## config.mk

```make
export PLATFORM = sky130hd
export DESIGN_NAME = angle_pid_controller_top_flat
export DESIGN_NICKNAME = d
export VERILOG_FILES = /design/src/design/apc_pkg.sv /design/src/design/apc_if.sv /design/src/design/angle_pid_controller_top.sv /design/src/design/apc_cfg_regs.sv /design/src/design/apc_mul_unit.sv /design/src/flat_wrapper.sv
export SDC_FILE = /design/constraint.sdc
export NUM_CORES = 2
export LEC_CHECK = 0
export BUFFER_PORTS_ARGS = -buffer_cell sky130_fd_sc_hd__buf_4
export CAP_MARGIN = 15
export CORE_UTILIZATION = 55
export CTS_BUF_LIST = sky130_fd_sc_hd__clkbuf_8
export DETAILED_ROUTE_END_ITERATION = 6
export HOLD_SLACK_MARGIN = 0.12
export MAX_ROUTING_LAYER = met4
export PLACE_DENSITY_LB_ADDON = 0.25
export SYNTH_ARGS = -nofsm -noshare
export SYNTH_HDL_FRONTEND = slang
export SYNTH_SLANG_ARGS = --single-unit
```

## constraint.sdc

```tcl
create_clock -name clk -period 12.3 [get_ports clk]
set_input_delay 1.845 -clock clk [delete_from_list [all_inputs] [get_ports clk]]
set_output_delay 1.845 -clock clk [all_outputs]
set_load 0.01 [all_outputs]
```

## src/design/apc_pkg.sv

```systemverilog
// Shared types and constants for the angle PID controller.
// No dependencies; every other file imports this package.
package apc_pkg;

  localparam int GAIN_FRAC_BITS_DEF = 8;
  localparam int OUT_FULL_SCALE_DEF = 128;

  localparam int ERR_W       = 9;
  localparam int GAIN_W      = 16;
  localparam int MAX_SPEED_W = 12;
  localparam int DRIVE_W     = 13;
  localparam int SUM_W       = 18;
  localparam int MUL_B_W     = GAIN_W + 1;
  localparam int CFG_ADDR_W  = 3;
  localparam int CFG_DATA_W  = 16;

  localparam int DEG_HALF    = 180;
  localparam int DEG_FULL    = 360;
  localparam int BLEND_NEW   = 179;
  localparam int BLEND_OLD   = 77;
  localparam int BLEND_SHIFT = 8;

  localparam logic [GAIN_W-1:0]      PROP_GAIN_RST  = 16'd256;
  localparam logic [GAIN_W-1:0]      INTEG_GAIN_RST = 16'd0;
  localparam logic [GAIN_W-1:0]      DERIV_GAIN_RST = 16'd0;
  localparam logic [GAIN_W-1:0]      STEP_LIM_RST   = 16'hFFFF;
  localparam logic [GAIN_W-1:0]      SAT_LIM_RST    = 16'hFFFF;
  localparam logic [MAX_SPEED_W-1:0] MAX_SPEED_RST  = 12'd1000;

  typedef enum logic [CFG_ADDR_W-1:0] {
    CFG_PROP_GAIN  = 3'd0,
    CFG_INTEG_GAIN = 3'd1,
    CFG_DERIV_GAIN = 3'd2,
    CFG_STEP_LIM   = 3'd3,
    CFG_SAT_LIM    = 3'd4,
    CFG_MAX_SPEED  = 3'd5
  } cfg_idx_t;

  typedef struct packed {
    logic [GAIN_W-1:0]      prop_gain;
    logic [GAIN_W-1:0]      integ_gain;
    logic [GAIN_W-1:0]      deriv_gain;
    logic [GAIN_W-1:0]      integ_step_limit;
    logic [GAIN_W-1:0]      integ_saturation;
    logic [MAX_SPEED_W-1:0] max_speed;
  } apc_cfg_t;

endpackage

```

## src/design/apc_if.sv

```systemverilog
// Valid/ready channel interfaces for request and result words.
// Depends on apc_pkg for field widths.
interface apc_req_if import apc_pkg::*; ();
  logic                    valid;
  logic                    ready;
  logic                    req_type;
  logic signed [ERR_W-1:0] error_in;

  modport source (output valid, output req_type, output error_in, input ready);
  modport sink (input valid, input req_type, input error_in, output ready);
endinterface

interface apc_res_if import apc_pkg::*; ();
  logic                      valid;
  logic                      ready;
  logic signed [DRIVE_W-1:0] drive;
  logic                      out_clamped;

  modport source (output valid, output drive, output out_clamped, input ready);
  modport sink (input valid, input drive, input out_clamped, output ready);
endinterface

```

## src/design/angle_pid_controller_top.sv

```systemverilog
// Angle PID controller top level: sequencer around one shared multiplier.
// Depends on apc_pkg, apc_if, apc_cfg_regs and apc_mul_unit.
//
//   channel | direction | handshake     | payload
//   in_ch   | sink      | valid/ready   | req_type, error_in
//   out_ch  | source    | valid/ready   | drive, out_clamped
//   cfg_*   | write     | cfg_we strobe | cfg_addr, cfg_wdata
//
// A run word goes from acceptance to the next ready through the accepting cycle,
// ten multiply and combine steps through the shared multiplier, three steps for the
// full-scale scaling (reciprocal multiply, quotient check, one-step fixup), and a
// final step to post. A clear word is done in its accepting cycle and posts nothing.
// Reset is synchronous; it clears controller state and restores register defaults.
// A result not taken holds the sequencer in its final step; the output register
// lets the next word in as soon as the previous result has been posted.
module angle_pid_controller_top import apc_pkg::*; #(
  parameter int GAIN_FRAC_BITS = GAIN_FRAC_BITS_DEF,
  parameter int OUT_FULL_SCALE = OUT_FULL_SCALE_DEF
) (
  input  logic                  clk,
  input  logic                  rst_n,
  apc_req_if.sink               in_ch,
  apc_res_if.source             out_ch,
  input  logic                  cfg_we,
  input  logic [CFG_ADDR_W-1:0] cfg_addr,
  input  logic [CFG_DATA_W-1:0] cfg_wdata
);

  localparam int LIM_SHIFT = GAIN_FRAC_BITS + 8;
  localparam int LIM_BITS  = $clog2(OUT_FULL_SCALE + 1) + LIM_SHIFT;
  localparam int RAW_W     = (LIM_BITS + 2 > 35) ? LIM_BITS + 2 : 35;
  localparam int P_W       = RAW_W + MUL_B_W;
  localparam int PT_W      = ERR_W + MUL_B_W;
  localparam int BL_W      = SUM_W;
  localparam int Q_W       = MAX_SPEED_W;
  localparam int T_W       = $clog2(OUT_FULL_SCALE) + Q_W + 1;
  localparam int RCP_SHIFT = 15 + $clog2(OUT_FULL_SCALE + 1) - 1;

  localparam logic [RAW_W-1:0]  LIM      = RAW_W'(OUT_FULL_SCALE) << LIM_SHIFT;
  localparam logic [P_W-1:0]    HALF_LIM = P_W'(LIM) >> 1;
  localparam logic [GAIN_W-1:0] RCP_MUL  =
    GAIN_W'((longint'(1) << RCP_SHIFT) / OUT_FULL_SCALE);

  typedef enum logic [14:0] {
    ST_IDLE  = 15'b000000000000001,
    ST_PROP  = 15'b000000000000010,
    ST_DMUL  = 15'b000000000000100,
    ST_PMUL  = 15'b000000000001000,
    ST_IMUL  = 15'b000000000010000,
    ST_KDMUL = 15'b000000000100000,
    ST_INTEG = 15'b000000001000000,
    ST_RAW   = 15'b000000010000000,
    ST_CLAMP = 15'b000000100000000,
    ST_SCALE = 15'b000001000000000,
    ST_ROUND = 15'b000010000000000,
    ST_RECIP = 15'b000100000000000,
    ST_QMUL  = 15'b001000000000000,
    ST_FIX   = 15'b010000000000000,
    ST_OUT   = 15'b100000000000000
  } state_t;

  apc_cfg_t cfg;

  state_t state_r, state_nxt;

  logic signed [ERR_W-1:0]   e_r, e_nxt;
  logic signed [ERR_W-1:0]   d_r, d_nxt;
  logic signed [PT_W-1:0]    pterm_r, pterm_nxt;
  logic signed [BL_W-1:0]    blend_r, blend_nxt;
  logic signed [SUM_W-1:0]   istep_r, istep_nxt;
  logic signed [SUM_W-1:0]   integ_r, integ_nxt;
  logic signed [RAW_W-1:0]   dterm_r, dterm_nxt;
  logic signed [RAW_W-1:0]   raw_r, raw_nxt;
  logic [RAW_W-1:0]          mag_r, mag_nxt;
  logic                      neg_r, neg_nxt;
  logic                      clamped_r, clamped_nxt;
  logic [T_W-1:0]            rem_r, rem_nxt;
  logic [Q_W-1:0]            quo_r, quo_nxt;

  logic signed [ERR_W-1:0]   last_r, last_nxt;
  logic signed [ERR_W-1:0]   prev_r, prev_nxt;
  logic signed [SUM_W-1:0]   sum_r, sum_nxt;

  logic signed [DRIVE_W-1:0] drive_r, drive_nxt;
  logic                      oclamp_r, oclamp_nxt;
  logic                      out_valid_r, out_valid_nxt;

  logic signed [RAW_W-1:0]   mul_a;
  logic signed [MUL_B_W-1:0] mul_b;
  logic signed [P_W-1:0]     prod;

  logic signed [ERR_W:0]     diff, fold;
  logic signed [PT_W-1:0]    iprod, step_lim;
  logic signed [SUM_W:0]     isum, sat_lim;
  logic [RAW_W-1:0]          raw_abs;
  logic [P_W-1:0]            rnd;
  logic [Q_W-1:0]            qest;
  logic [T_W-1:0]            rdiff;
  logic                      fix_up;
  logic [BL_W-1:0]           blend_abs;
  logic signed [ERR_W-1:0]   bmag;
  logic signed [DRIVE_W-1:0] qext;
  logic                      slot_free;
  logic                      in_acc;

  apc_cfg_regs u_cfg (
    .clk       (clk),
    .rst_n     (rst_n),
    .cfg_we    (cfg_we),
    .cfg_addr  (cfg_addr),
    .cfg_wdata (cfg_wdata),
    .cfg       (cfg)
  );

  apc_mul_unit #(.A_W(RAW_W)) u_mul (
    .clk  (clk),
    .op_a (mul_a),
    .op_b (mul_b),
    .prod (prod)
  );

  assign in_ch.ready        = (state_r == ST_IDLE);
  assign in_acc             = in_ch.valid && in_ch.ready;
  assign slot_free          = !out_valid_r || out_ch.ready;
  assign out_ch.valid       = out_valid_r;
  assign out_ch.drive       = drive_r;
  assign out_ch.out_clamped = oclamp_r;

  // wrapped difference, folded once
  always_comb begin
    diff = (ERR_W+1)'(e_r) - (ERR_W+1)'(last_r);
    if (diff > $signed((ERR_W+1)'(DEG_HALF))) begin
      fold = diff - $signed((ERR_W+1)'(DEG_FULL));
    end else if (diff < -$signed((ERR_W+1)'(DEG_HALF))) begin
      fold = diff + $signed((ERR_W+1)'(DEG_FULL));
    end else begin
      fold = diff;
    end
  end

  always_comb begin
    iprod    = prod[PT_W-1:0];
    step_lim = $signed(PT_W'(cfg.integ_step_limit));
    isum     = (SUM_W+1)'(istep_r) + (SUM_W+1)'(sum_r);
    sat_lim  = $signed((SUM_W+1)'(cfg.integ_saturation));
    raw_abs  = raw_r[RAW_W-1] ? $unsigned(-raw_r) : $unsigned(raw_r);
    rnd      = $unsigned(prod) + HALF_LIM;
    qest     = Q_W'(prod >> RCP_SHIFT);
    rdiff    = rem_r - T_W'(prod);
    fix_up   = (rdiff >= T_W'(OUT_FULL_SCALE));
    blend_abs = blend_r[BL_W-1] ? $unsigned(-blend_r) : $unsigned(blend_r);
    bmag     = $signed(ERR_W'(blend_abs >> BLEND_SHIFT));
    qext     = $signed({1'b0, quo_r});
  end

  always_comb begin
    mul_a = '0;
    mul_b = '0;
    case (state_r)
      ST_PROP: begin
        mul_a = RAW_W'(e_r);
        mul_b = $signed({1'b0, cfg.prop_gain});
      end
      ST_DMUL: begin
        mul_a = RAW_W'(d_r);
        mul_b = MUL_B_W'(BLEND_NEW);
      end
      ST_PMUL: begin
        mul_a = RAW_W'(prev_r);
        mul_b = MUL_B_W'(BLEND_OLD);
      end
      ST_IMUL: begin
        mul_a = RAW_W'(e_r);
        mul_b = $signed({1'b0, cfg.integ_gain});
      end
      ST_KDMUL: begin
        mul_a = RAW_W'(blend_r);
        mul_b = $signed({1'b0, cfg.deriv_gain});
      end
      ST_SCALE: begin
        mul_a = $signed(mag_r);
        mul_b = $signed(MUL_B_W'(cfg.max_speed));
      end
      ST_RECIP: begin
        mul_a = RAW_W'(rem_r);
        mul_b = $signed({1'b0, RCP_MUL});
      end
      ST_QMUL: begin
        mul_a = RAW_W'(qest);
        mul_b = MUL_B_W'(OUT_FULL_SCALE);
      end
      default: ;
    endcase
  end

  always_comb begin
    state_nxt     = state_r;
    e_nxt         = e_r;
    d_nxt         = d_r;
    pterm_nxt     = pterm_r;
    blend_nxt     = blend_r;
    istep_nxt     = istep_r;
    integ_nxt     = integ_r;
    dterm_nxt     = dterm_r;
    raw_nxt       = raw_r;
    mag_nxt       = mag_r;
    neg_nxt       = neg_r;
    clamped_nxt   = clamped_r;
    rem_nxt       = rem_r;
    quo_nxt       = quo_r;
    last_nxt      = last_r;
    prev_nxt      = prev_r;
    sum_nxt       = sum_r;
    drive_nxt     = drive_r;
    oclamp_nxt    = oclamp_r;
    out_valid_nxt = out_valid_r && !out_ch.ready;

    case (state_r)
      ST_IDLE: begin
        if (in_acc) begin
          if (in_ch.req_type) begin
            last_nxt = '0;
            prev_nxt = '0;
            sum_nxt  = '0;
          end else begin
            e_nxt     = in_ch.error_in;
            state_nxt = ST_PROP;
          end
        end
      end
      ST_PROP: begin
        d_nxt     = ERR_W'(fold);
        state_nxt = ST_DMUL;
      end
      ST_DMUL: begin
        pterm_nxt = prod[PT_W-1:0];
        state_nxt = ST_PMUL;
      end
      ST_PMUL: begin
        blend_nxt = prod[BL_W-1:0];
        state_nxt = ST_IMUL;
      end
      ST_IMUL: begin
        blend_nxt = blend_r + prod[BL_W-1:0];
        state_nxt = ST_KDMUL;
      end
      ST_KDMUL: begin
        if (iprod > step_lim) begin
          istep_nxt = SUM_W'(step_lim);
        end else if (iprod < -step_lim) begin
          istep_nxt = SUM_W'(-step_lim);
        end else begin
          istep_nxt = SUM_W'(iprod);
        end
        state_nxt = ST_INTEG;
      end
      ST_INTEG: begin
        dterm_nxt = prod[RAW_W-1:0];
        if (isum > sat_lim) begin
          integ_nxt = SUM_W'(sat_lim);
        end else if (isum < -sat_lim) begin
          integ_nxt = SUM_W'(-sat_lim);
        end else begin
          integ_nxt = SUM_W'(isum);
        end
        state_nxt = ST_RAW;
      end
      ST_RAW: begin
        raw_nxt   = ((RAW_W'(pterm_r) + RAW_W'(integ_r)) <<< BLEND_SHIFT) + dterm_r;
        state_nxt = ST_CLAMP;
      end
      ST_CLAMP: begin
        neg_nxt     = raw_r[RAW_W-1];
        clamped_nxt = (raw_abs > LIM);
        mag_nxt     = (raw_abs > LIM) ? LIM : raw_abs;
        state_nxt   = ST_SCALE;
      end
      ST_SCALE: begin
        state_nxt = ST_ROUND;
      end
      ST_ROUND: begin
        rem_nxt   = T_W'(rnd >> LIM_SHIFT);
        state_nxt = ST_RECIP;
      end
      ST_RECIP: begin
        state_nxt = ST_QMUL;
      end
      ST_QMUL: begin
        quo_nxt   = qest;
        state_nxt = ST_FIX;
      end
      ST_FIX: begin
        if (fix_up) begin
          quo_nxt = quo_r + 1'b1;
        end
        state_nxt = ST_OUT;
      end
      ST_OUT: begin
        if (slot_free) begin
          drive_nxt     = neg_r ? -qext : qext;
          oclamp_nxt    = clamped_r;
          out_valid_nxt = 1'b1;
          last_nxt      = e_r;
          prev_nxt      = blend_r[BL_W-1] ? -bmag : bmag;
          sum_nxt       = integ_r;
          state_nxt     = ST_IDLE;
        end
      end
      default: begin
        state_nxt = ST_IDLE;
      end
    endcase
  end

  always_ff @(posedge clk) begin
    if (!rst_n) begin
      state_r     <= ST_IDLE;
      out_valid_r <= 1'b0;
      last_r      <= '0;
      prev_r      <= '0;
      sum_r       <= '0;
    end else begin
      state_r     <= state_nxt;
      out_valid_r <= out_valid_nxt;
      last_r      <= last_nxt;
      prev_r      <= prev_nxt;
      sum_r       <= sum_nxt;
    end
  end

  always_ff @(posedge clk) begin
    e_r       <= e_nxt;
    d_r       <= d_nxt;
    pterm_r   <= pterm_nxt;
    blend_r   <= blend_nxt;
    istep_r   <= istep_nxt;
    integ_r   <= integ_nxt;
    dterm_r   <= dterm_nxt;
    raw_r     <= raw_nxt;
    mag_r     <= mag_nxt;
    neg_r     <= neg_nxt;
    clamped_r <= clamped_nxt;
    rem_r     <= rem_nxt;
    quo_r     <= quo_nxt;
    drive_r   <= drive_nxt;
    oclamp_r  <= oclamp_nxt;
  end

endmodule

```

## src/design/apc_cfg_regs.sv

```systemverilog
// Configuration register bank: gains, limits and full-scale speed.
// Depends on apc_pkg for the register indexes, reset values and struct.
module apc_cfg_regs import apc_pkg::*; (
  input  logic                  clk,
  input  logic                  rst_n,
  input  logic                  cfg_we,
  input  logic [CFG_ADDR_W-1:0] cfg_addr,
  input  logic [CFG_DATA_W-1:0] cfg_wdata,
  output apc_cfg_t              cfg
);

  apc_cfg_t cfg_r, cfg_nxt;

  always_comb begin
    cfg_nxt = cfg_r;
    if (cfg_we) begin
      case (cfg_addr)
        CFG_PROP_GAIN:  cfg_nxt.prop_gain        = cfg_wdata[GAIN_W-1:0];
        CFG_INTEG_GAIN: cfg_nxt.integ_gain       = cfg_wdata[GAIN_W-1:0];
        CFG_DERIV_GAIN: cfg_nxt.deriv_gain       = cfg_wdata[GAIN_W-1:0];
        CFG_STEP_LIM:   cfg_nxt.integ_step_limit = cfg_wdata[GAIN_W-1:0];
        CFG_SAT_LIM:    cfg_nxt.integ_saturation = cfg_wdata[GAIN_W-1:0];
        CFG_MAX_SPEED:  cfg_nxt.max_speed        = cfg_wdata[MAX_SPEED_W-1:0];
        default: ;
      endcase
    end
  end

  always_ff @(posedge clk) begin
    if (!rst_n) begin
      cfg_r.prop_gain        <= PROP_GAIN_RST;
      cfg_r.integ_gain       <= INTEG_GAIN_RST;
      cfg_r.deriv_gain       <= DERIV_GAIN_RST;
      cfg_r.integ_step_limit <= STEP_LIM_RST;
      cfg_r.integ_saturation <= SAT_LIM_RST;
      cfg_r.max_speed        <= MAX_SPEED_RST;
    end else begin
      cfg_r <= cfg_nxt;
    end
  end

  assign cfg = cfg_r;

endmodule

```

## src/design/apc_mul_unit.sv

```systemverilog
// Shared signed multiplier with a registered product.
// Depends on apc_pkg for the width of the second operand.
module apc_mul_unit import apc_pkg::*; #(
  parameter int A_W = 35
) (
  input  logic                            clk,
  input  logic signed [A_W-1:0]           op_a,
  input  logic signed [MUL_B_W-1:0]       op_b,
  output logic signed [A_W+MUL_B_W-1:0]   prod
);

  logic signed [A_W+MUL_B_W-1:0] prod_r;

  always_ff @(posedge clk) begin
    prod_r <= op_a * op_b;
  end

  assign prod = prod_r;

endmodule

```

## src/flat_wrapper.sv

```systemverilog
// flat-port wrapper written by rule: the top's interface ports become plain ports
module angle_pid_controller_top_flat import apc_pkg::*;
#(
  parameter int GAIN_FRAC_BITS = GAIN_FRAC_BITS_DEF,
  parameter int OUT_FULL_SCALE = OUT_FULL_SCALE_DEF
)
  (clk, rst_n, cfg_we, cfg_addr, cfg_wdata, in_ch_valid, in_ch_req_type, in_ch_error_in, in_ch_ready, out_ch_valid, out_ch_drive, out_ch_out_clamped, out_ch_ready);
  apc_req_if in_ch_i ();
  apc_res_if out_ch_i ();
  input  logic clk;
  input  logic rst_n;
  input  logic cfg_we;
  input  logic [CFG_ADDR_W-1:0] cfg_addr;
  input  logic [CFG_DATA_W-1:0] cfg_wdata;
  input wire logic [$bits(in_ch_i.valid)-1:0] in_ch_valid;
  input wire logic [$bits(in_ch_i.req_type)-1:0] in_ch_req_type;
  input wire logic [$bits(in_ch_i.error_in)-1:0] in_ch_error_in;
  output wire logic [$bits(in_ch_i.ready)-1:0] in_ch_ready;
  output wire logic [$bits(out_ch_i.valid)-1:0] out_ch_valid;
  output wire logic [$bits(out_ch_i.drive)-1:0] out_ch_drive;
  output wire logic [$bits(out_ch_i.out_clamped)-1:0] out_ch_out_clamped;
  input wire logic [$bits(out_ch_i.ready)-1:0] out_ch_ready;
  assign in_ch_i.valid = in_ch_valid;
  assign in_ch_i.req_type = in_ch_req_type;
  assign in_ch_i.error_in = in_ch_error_in;
  assign in_ch_ready = in_ch_i.ready;
  assign out_ch_valid = out_ch_i.valid;
  assign out_ch_drive = out_ch_i.drive;
  assign out_ch_out_clamped = out_ch_i.out_clamped;
  assign out_ch_i.ready = out_ch_ready;
  angle_pid_controller_top #(.GAIN_FRAC_BITS(GAIN_FRAC_BITS), .OUT_FULL_SCALE(OUT_FULL_SCALE)) u_core (.clk(clk), .rst_n(rst_n), .in_ch(in_ch_i), .out_ch(out_ch_i), .cfg_we(cfg_we), .cfg_addr(cfg_addr), .cfg_wdata(cfg_wdata));
endmodule
```

* After elaboration in Yosys (flattened, before gate mapping)
Index checks and enable logic that the tools add are counted.
Storage, ports and cells: output and inout port bits 16, word-level logic and storage cells 133, register bits 431
Operators by class: $mul 1, bitwise operators 1, equality and inequality tests 25, $lt $le $gt $ge 8, mux-type cells 31, add/subtract/negate cells 16, reductions and logical operators 21
Operators with widths (count):
- $pmux 35 s7 | 1
- $pmux 15 s15 | 1
- $pmux 16 s8 | 1
- $mux 18 | 5
- $pmux 18 s2 | 2
- $mux 9 | 7
- $mux 15 | 3
- $add 36x23->36 const B | 1
- $mul 35x17->36 | 1
- $pmux 9 s2 | 2
- $add 35x35->35 | 1
- $gt 35x24->1 const B | 1
- $mux 35 | 1
- $neg 35->35 | 1
- $mux 16 | 2
- $add 26x18->27 | 1
- $gt 26x17->1 | 1
- $lt 26x26->1 | 1
- $neg 16->26 | 1
- $mux 12 | 2
- $pmux 12 s2 | 1
- $ge 20x8->1 const B | 1
- $sub 20x20->20 | 1
- $add 18x18->19 | 1
- 45 further kinds | 63

* Longest topological paths before layout
depth in word-level cells 6, depth in mapped cells 35

* Modules after synthesis
From an unflattened synthesis, not the netlist that was laid out.
Unflattened totals: cell total of the unflattened synthesis 4948, area, all modules 46746.1 µm²
Modules (own cells, without submodules):
- angle_pid_controller_top | area each 21622.0 µm², times used 1, cells each 2237
- apc_mul_unit | area each 21554.4 µm², times used 1, cells each 2372
- apc_cfg_regs | area each 3569.7 µm², times used 1, cells each 339

* Least setup slack after synthesis
No wires, ideal clock.
path kind reg-to-reg, start point register u_core.state_r[10], end point register u_core.u_mul.prod_r[35] (netlist: u_core.u_mul.prod[35]), path slack 3.385 ns, cell stages (with the launch flop) 31, arrival time 8.795 ns, buffers on the path 6, period minus slack after synthesis 8.915 ns, cells stage by stage dfxtp_1 -> or4_1 -> clkbuf_1 -> nor4_1 -> nand2_1 -> inv_2 -> clkbuf_1 -> clkbuf_1 -> buf_1 -> a222oi_1 -> nand3_1 -> clkbuf_1 -> nand2_1 -> fa_1 -> inv_1 -> fa_1 -> fa_1 -> fa_1 -> fa_1 -> fa_1 -> ha_1 -> clkbuf_1 -> nor2b_1 -> o21ai_0 -> nand2b_1 -> a21o_1 -> a2111oi_0 -> a21o_1 -> o31a_1 -> o21ai_0 -> xnor2_1
On the way: cells in the longest elaborated chain, start to end 4
Ends and longest elaborated chain:
- from (decl) | RTL line angle_pid_controller_top.sv:64 | state_t state_r, state_nxt;
- from (signal assigned) | RTL line angle_pid_controller_top.sv:323 | state_r <= state_nxt;
- $eq 15x2->1 / $eq 15x5->1 (equally long branches) | RTL line angle_pid_controller_top.sv:159 | case (state_r)
- $reduce_or 2->1 (no source line)
- $pmux 35 s7 | RTL line angle_pid_controller_top.sv:159
- $mul 35x17->36 (*) | RTL line apc_mul_unit.sv:15 | prod_r <= op_a * op_b;
- to (signal assigned) | RTL line apc_mul_unit.sv:15
- to (decl) | RTL line apc_mul_unit.sv:12 | logic signed [A_W+MUL_B_W-1:0] prod_r;
Mark *: on every way between the ends. The rest lies on a longest branch, timed or not. A chain may end at the register's enable or synchronous reset.

* Worst setup path after layout
Ends and elaborated chain as after synthesis.

==> run_results.csv <==
group,metric,value,unit
power,p_int,2.29,mW
global_route,use_met2,50.2,%
yosys,syn_inst,4337,
global_route,grt_util_met3,7.48,%
yosys,yosys_warnings,0,
cts,h-tree-depth,3,
route,final_antenna_net_count,0,
cts,cts_setup_buffers,0,
die,start_util,55.9,%
power,switchingPower,0.738,mW
power,power_frac_clock,44.9,%
global_route,grt_max_degree,87,
die,die_y,269,um
route,via_count,31600,
yosys,syn_area,0.0393,sq mm
cts,cts_resized,0,
yosys,yosysSeqAreaShare,28.3,%
final_layout,area_growth,7.34,%
setup_path,reg2reg_slack,3080,ps
die,rows,97,
route,drc,4,
timing,tns,0,ps
power,power_frac_seq,50.8,%
route,wirelength,115000,um
yosys,yosys.cell_count.top_type,"nand2_1",
timing,period_needed,9220,ps
cts,cts.sinks,431,
cts,cts_made_buffers,77,
yosys,synthTopCellsByCount,"638 x nand2_1, 602 x inv_1, 366 x fa_1",
yosys,syn_avg_cell_area,9.07,sq um
yosys,async_flop_share,0,%
route,vias_per_cell,5.90,
setup_path,timing.rr.start,"u_core.state_r[10]$_SDFFE_PN0P_",
global_route,grt_overflow,0,
die,core_area,0.0704,sq mm
power,p_per_area,71.6,mW/mm^2
die,ios,50,
global_route,busiest_layer,"met2",
setup_path,critical_path_required,12880,ps
timing,worst_pin_slew,1360,ps
timing,slew_headroom,9.20,%
yosys,synth_edf_count,251,
yosys,synth_area_leaders,"edfxtp_1 19%, fa_1 19%, ha_1 9.3%",
global_route,first_global_vias,31400,
place,io_buffers,49,
timing,finalSetupViolations,0,
cts,clk_latency,700,ps
yosys,synth_top_area_cell,"edfxtp_1",
yosys,synth.distinct_cells,89,
route,drt-initial-drc-count,3011,
power,p_total,3.03,mW
route,first_pass_iters,7,
setup_path,cp-end-kind,"flip-flop",
job,drv_cap,0,
setup_path,startpoint,"u_core.state_r[10]$_SDFFE_PN0P_",
power,p_sw_share,24.4,%
timing,rsz0062_at_grt,"no",
setup_path,crit_arrival,9790,ps
final_layout,layout-drive-gt1-share,6.17,%
global_route,grt_antenna_before_repair,5,
min_path,min_path_type,"flip-flop to flip-flop",
setup_path,critPathMaxFanout,42,
timing,maxSlewViolCount,0,
place,dpl.hpwl,86600,um
timing,fin_crit_sh,74.9,%
final_layout,final_net_count,5038,
place,place_area,0.0407,sq mm
cts,cts.reportedPaths.clkPinSlew,70,ps
die,die_area,0.0726,sq mm
setup_path,startpoint_type,"flip-flop",
power,combPwrFrac,4.4,%
route,wire_per_inst,21.4,um
cts,cts_root_buf,"clkbuf_8",
global_route,grt_pass1_wl,180000,um
setup_path,r2r-end,"u_core.u_mul.prod[35]$_DFF_P_",
status,violations,"DRC",
final_layout,design_area,0.0422,sq mm
cts,cts_tree,"yes",
global_route,track_usage,32.9,%
setup_path,rr_worst_depth,27,
cts,postCtsHoldBufs,0,
global_route,use_met1,42.7,%
power,vdd_ir_drop_max,92.9,uV
yosys,synthFlopType,"edfxtp_1",
yosys,ys_ff_latch,431,
timing,final_hold_viol_count,0,
timing,max_freq,108,MHz
setup_path,path_class,"flip-flop to flip-flop",
yosys,synth.top_cell.area_share,19.2,%
timing,skew,54.3,ps
power,p_leak,17.9,nW
setup_path,crit_path_end,"u_core.u_mul.prod[35]$_DFF_P_",
cts,ctsLongestPathBuffers,3,
die,die_width,269,um
place,gp_congestion,0.984,
status,status,"complete, but fails checks",
[stage by stage]
stage | worst slack, ps | util, % | hold slack (ps) | cells
final | 3080 | 60.0 | 404 | 5355
after global routing | 2730 | 60.0 | 401 | 5355
after CTS | 3250 | 59.9 | 397 | 5350
after detailed placement | 3280 | 57.8 | 405 | 5206
after global placement | 3460 | 57.8 | 401 | 5206
after floorplan | 3390 | - | 400 | 4347
[cell usage in the layout, fill, tap and decap left out, types with 89 or more instances in the layout]
cell type / n
nor2_1: 288
a21oi_1: 143
fa_1: 366
clkbuf_8: 90
ha_1: 292
o21ai_0: 151
edfxtp_1: 251
nand2_1: 638
xnor2_1: 153
buf_4: 97
dfxtp_1: 180
nand3_1: 89
inv_1: 635
[power by group through the flow]
| stage | Combinational [mW] | Sequential [mW] | Clock (mW) |
|---|---|---|---|
| 5_1_grt | 0.144 | 1.54 | 1.45 |
| 2_1_floorplan | 0.0815 | 1.56 | 0 |
| 3_3_place_gp | 0.126 | 1.57 | 0 |
| 3_5_place_dp | 0.128 | 1.57 | 0 |
| 4_1_cts | 0.129 | 1.54 | 1.38 |
| 6_report | 0.132 | 1.54 | 1.36 |
[worst min-delay path by stage]
stage	end	slack, ps	cells after the start	startpoint
6_report	u_core.raw_r[7]$_DFFE_PP_	400	0	u_core.dterm_r[7]$_DFFE_PP_
4_1_cts	u_core.raw_r[7]$_DFFE_PP_	400	0	u_core.dterm_r[7]$_DFFE_PP_
2_1_floorplan	u_core.out_ch.out_clamped$_DFFE_PP_	400	0	u_core.clamped_r$_DFFE_PP_
3_3_place_gp	u_core.raw_r[1]$_DFFE_PP_	400	0	u_core.dterm_r[1]$_DFFE_PP_
3_5_place_dp	u_core.raw_r[1]$_DFFE_PP_	400	0	u_core.dterm_r[1]$_DFFE_PP_
5_1_grt	u_core.raw_r[7]$_DFFE_PP_	400	0	u_core.dterm_r[7]$_DFFE_PP_
[critical path: stages, from the launching register on]
cell and delay (ps):
dfxtp_1 330, or4_1 660, nor4_1 650, nand2_1 190
inv_2 240, buf_4 570, a222oi_1 260, nand3_1 510
nand2_1 180, fa_1 530, fa_1 440, fa_1 500
fa_1 500, inv_1 60, fa_1 520, inv_1 60
fa_1 530, inv_1 40, ha_1 330, and2_1 170
nand4_1 140, a31oi_1 350, o21a_1 200, o21ai_0 180
a21o_1 280, o31a_1 320, o21ai_0 220, xnor2_1 140
[cell families (layout without fill, tap and decap cells)]
| family | after synthesis | in the layout | synth area share, % |
|---|---|---|---|
| and+or+nand+nor | 1411 | 1411 | 16.3 |
| AOI/OAI and AO/OA | 788 | 788 | 13.7 |
| buffers and inverters | 781 | 845 | 7.55 |
| adders and majority gates | 658 | 658 | 27.9 |
| DFF | 431 | 431 | 28.3 |
| xor gates and xnor gates | 234 | 234 | 5.32 |
| muxes | 33 | 33 | 0.887 |
| other | 1 | 15 | 0.00953 |
[routing by layer]
layer	part of all wire, %	up-vias
li1	-	14600
met1	41	15300
met2	45	1371
met3	9.7	297
met4	4.1	0
met5	0	-
[sequential cells by signal (all words and copies together), names as in the netlist, 12 cells and up]
register	count
u_core.blend_r	18
u_core.dterm_r	35
u_core.integ_r	18
u_core.istep_r	18
u_core.mag_r	35
u_core.out_ch.drive	13
u_core.pterm_r	26
u_core.quo_r	12
u_core.raw_r	35
u_core.rem_r	20
u_core.state_r	15
u_core.sum_r	18
u_core.u_cfg.cfg	92
u_core.u_mul.prod	36
[area by class of cell]
| cell class | count | area (sq um) |
|---|---|---|
| diodes | 4 | 10.0 |
| clock buffers | 90 | 1240 |
| clock inverters | 54 | 304 |
| fillers | 6162 | 28200 |
| inverters | 603 | 2260 |
| multi-input cells | 3135 | 25300 |
| flip-flops and latches | 431 | 11100 |
| well taps | 940 | 1180 |
| repair buffers | 98 | 756 |
(Power assumes the default switching activity.)
